$ cat config.mk
export PLATFORM = sky130hd
export DESIGN_NAME = vpsg_ram
export DESIGN_NICKNAME = d
export VERILOG_FILES = /design/src/rtl/vpsg_ram.sv
export SDC_FILE = /design/constraint.sdc
export NUM_CORES = 1
export LEC_CHECK = 0
export BUFFER_PORTS_ARGS = -buffer_cell sky130_fd_sc_hd__buf_2
export CAP_MARGIN = 20
export CORE_MARGIN = 8
export CORE_UTILIZATION = 62
export DETAILED_ROUTE_END_ITERATION = 6
export MAX_ROUTING_LAYER = met4
export PLACE_DENSITY_LB_ADDON = 0.3
export SLEW_MARGIN = 40
export SYNTH_ARGS = -nofsm -noshare
export SYNTH_HDL_FRONTEND = slang
export SYNTH_SLANG_ARGS = --single-unit
export TNS_END_PERCENT = 1
$ cat constraint.sdc
create_clock -name clk -period 3.56 [get_ports clk]
set_input_delay 0.712 -clock clk [delete_from_list [all_inputs] [get_ports clk]]
set_output_delay 0.712 -clock clk [all_outputs]
set_load 0.05 [all_outputs]
$ cat src/rtl/vpsg_ram.sv
// vpsg_ram: generic single-port-write, single-port-read ram
// read data registered
// no dependencies
`timescale 1ns / 1ps

module vpsg_ram #(
	parameter int WIDTH = 32,
	parameter int DEPTH = 32
) (
	input  logic                     clk,
	input  logic                     we,
	input  logic [$clog2(DEPTH)-1:0] waddr,
	input  logic [WIDTH-1:0]         wdata,
	input  logic [$clog2(DEPTH)-1:0] raddr,
	output logic [WIDTH-1:0]         rdata
);

	logic [WIDTH-1:0] mem [DEPTH];

	// write port and registered read
	always_ff @(posedge clk) begin
		if (we) begin
			mem[waddr] <= wdata;
		end
		rdata <= mem[raddr];
	end

endmodule

==> impl_metrics.toml <==
[run_status]
status = "finished, final reports clean"

[sta]
slew_violations = 0
slew-limit-headroom_pct = 47.5
setup_viol = 0
final_hold_viol_count = 0
tns_ns = 0
worst_pin_slew_ns = 0.787
rsz0062_at_grt = "false"
fin_crit_sh_pct = 62.8
timing.fmax_mhz = 447
finalCriticalPeriod_ns = 2.24
skew_ns = 0.0219
whs_ns = 0.559

[global_route]
use_met2_pct = 42.3
grt_max_degree = 51
antenna_found_initial = 2
busiest_layer = "met2"
grt_pass1_vias = 21345
overflow = 0
grt.total_usage_pct = 26.5
grt_use_met1_pct = 35.6
gr-usage-met3_pct = 3.84
grt_pass1_wl_um = 141000

[synthesis]
synth_top_cell_area_share_pct = 76.0
synthDistinctLibCells = 25
netlist_top_cells_area = "edfxtp_1 (76%), mux2i_1 (13%), a22oi_1 (1.8%)"
synthFlopType = "edfxtp_1"
synth.most_common_cell = "edfxtp_1"
syn_avg_cell_area_sq_um = 17.9
ys_top_cells_by_count = "edfxtp_1 (1024), mux2i_1 (512), nand2_1 (98), nand3_1 (98)"
synthArstFlopShare_pct = 0
ys_seq_elements = 1056
yosysWarnings = 0
post-synth-top-area-cell = "edfxtp_1"
yosysSeqAreaShare_pct = 77.5
synth_edf_count = 1024
syn_nets = 2304
synth_area_sq_um = 40500
synthCells = 2260

[flow_run]
drv_cap = 0

[power_and_ir_drop]
power_leakage_nw = 16.1
p_switching_mw = 5.49
powerDensity_nw_per_um2 = 561
internal-power_mw = 20.2
power.share.switching_pct = 21.4
power_frac_seq_pct = 54.1
vdd_drop_max_uv = 330
p_clk_share_pct = 40.1
power_frac_comb_pct = 5.9
p_total_mw = 25.7

[clocking]
cts_hold_buf = 0
cts_tree = "yes"
post_cts_buffers = 0
htree_levels = 3
clock_sinks = 1056
cts_resized = 0
cts_root_buffer = "clkbuf_16"
cts.reportedPaths.clkPinSlew_ns = 0.06
clock_latency_ns = 0.66
numCtsBuffers = 99
cts_buffer_depth = 3

[detailed_routing]
vias = 21684
drc = 0
wl_um = 96000
drtAntennaViolNets = 0
dr.pass1.iters = 5
via_per_inst = 6.47
wl_per_cell_um = 28.7
drt_iter0_drc = 2780

[final_layout]
syn_to_final_growth_pct = 13.2
final_util_pct = 71.1
nets = 2455
drive_above_1_share_pct = 14.5
fillers = 3867
final_cell_area_sq_um = 45800

[floorplan]
dieWidth_um = 272
io-pin-count = 76
core_area_sq_um = 64500
start_util_pct = 62.8
num_rows = 93
die_height_um = 272
die_area_sq_um = 73700

[setup_path]
critPathRequiredTime_ns = 3.91
crit_fanout = 15
worstSetupPathType = "in -> reg"
endpoint_kind = "flop"
start_kind = "input port"
cp.arrival_ns = 2.58

[placed_design]
port_buffers = 75
routabilityCongestion = 0.839
dpl.hpwl_um = 55200
dpl-instance-area_sq_um = 42600

[worst_hold_path]
hp-class = "in -> reg"
## cells by family (layout without fill, tap and decap cells)
logic type	after synthesis	in the layout	synth area share, %
AOI/OAI and AO/OA	288	288	4.85
buffers and inverters	127	361	1.86
and+or+nand+nor	277	277	3.10
other	0	1	0
DFF	1056	1056	77.5
muxes	512	512	12.7
## final timing paths
| path | cells after the start | slack, ns | from | endpoint |
|---|---|---|---|---|
| max | 4 | 1.32 | waddr[1] | mem[13][25]$_DFFE_PP_ |
| min | 1 | 0.56 | wdata[4] | mem[11][4]$_DFFE_PP_ |
| max reg2reg | 5 | 2.11 | mem[3][21]$_DFFE_PP_ | rdata[21]$_DFF_P_ |
| min reg2reg | 4 | 0.60 | mem[16][12]$_DFFE_PP_ | rdata[12]$_DFF_P_ |
## through the flow
step / cells / setup slack (ns)
floorplan: 2260 / 0.414
global placement: 3165 / 0.692
detailed placement: 3165 / 0.658
CTS: 3349 / 1.33
global route: 3349 / 1.24
finish: 3350 / 1.32
## layout make-up
type / count / area [sq um] / area share (%)
tap: 855 / 1070 / 2.34
clock inverter: 41 / 414 / 0.904
timing repair buffer: 177 / 1540 / 3.36
antenna: 1 / 2.50 / 0.00546
clock buffer: 143 / 2770 / 6.06
sequential: 1056 / 31400 / 68.5
multi-input combinational: 1077 / 8620 / 18.8
## cell usage in the layout, fill, tap and decap left out, drive strengths merged, types with 2 or more instances in the layout
cell,netlist,layout
bufinv,0,7
nand2b,2,2
or3b,3,3
a22o,64,64
mux2i,512,512
a21oi,96,96
a22oi,96,96
clkinv,0,27
a31oi,32,32
buf,79,177
nand2,98,98
inv,0,5
nor2,34,34
dfxtp,32,32
clkinvlp,0,2
clkbuf,48,143
nand3,98,98
nand3b,5,5
edfxtp,1024,1024
nor3,32,32
## power groups by stage
stage	clock [mW]	combinational, mW	sequential [mW]
final	10.3	1.51	13.9
after global routing	10.9	1.59	13.9
after CTS	10.4	1.50	13.9
after detailed placement	0	1.49	14.2
after global placement	0	1.46	14.2
after floorplan	0	0.714	14.3
## worst max-delay path: stages
cell and delay [ns]:
buf_2 0.12, nand3b_1 0.58, nor2_4 0.82, buf_4 0.34
## state kept, by name, summed over array words and instances (netlist names)
name	count
mem	1024
rdata	32
## routing by layer
layer	up-vias	share of wire [%]
li1	9280	-
met1	11116	40
met2	1111	49
met3	177	8.4
met4	0	2.8
met5	-	0
Power figures use the tool's default switching activity.
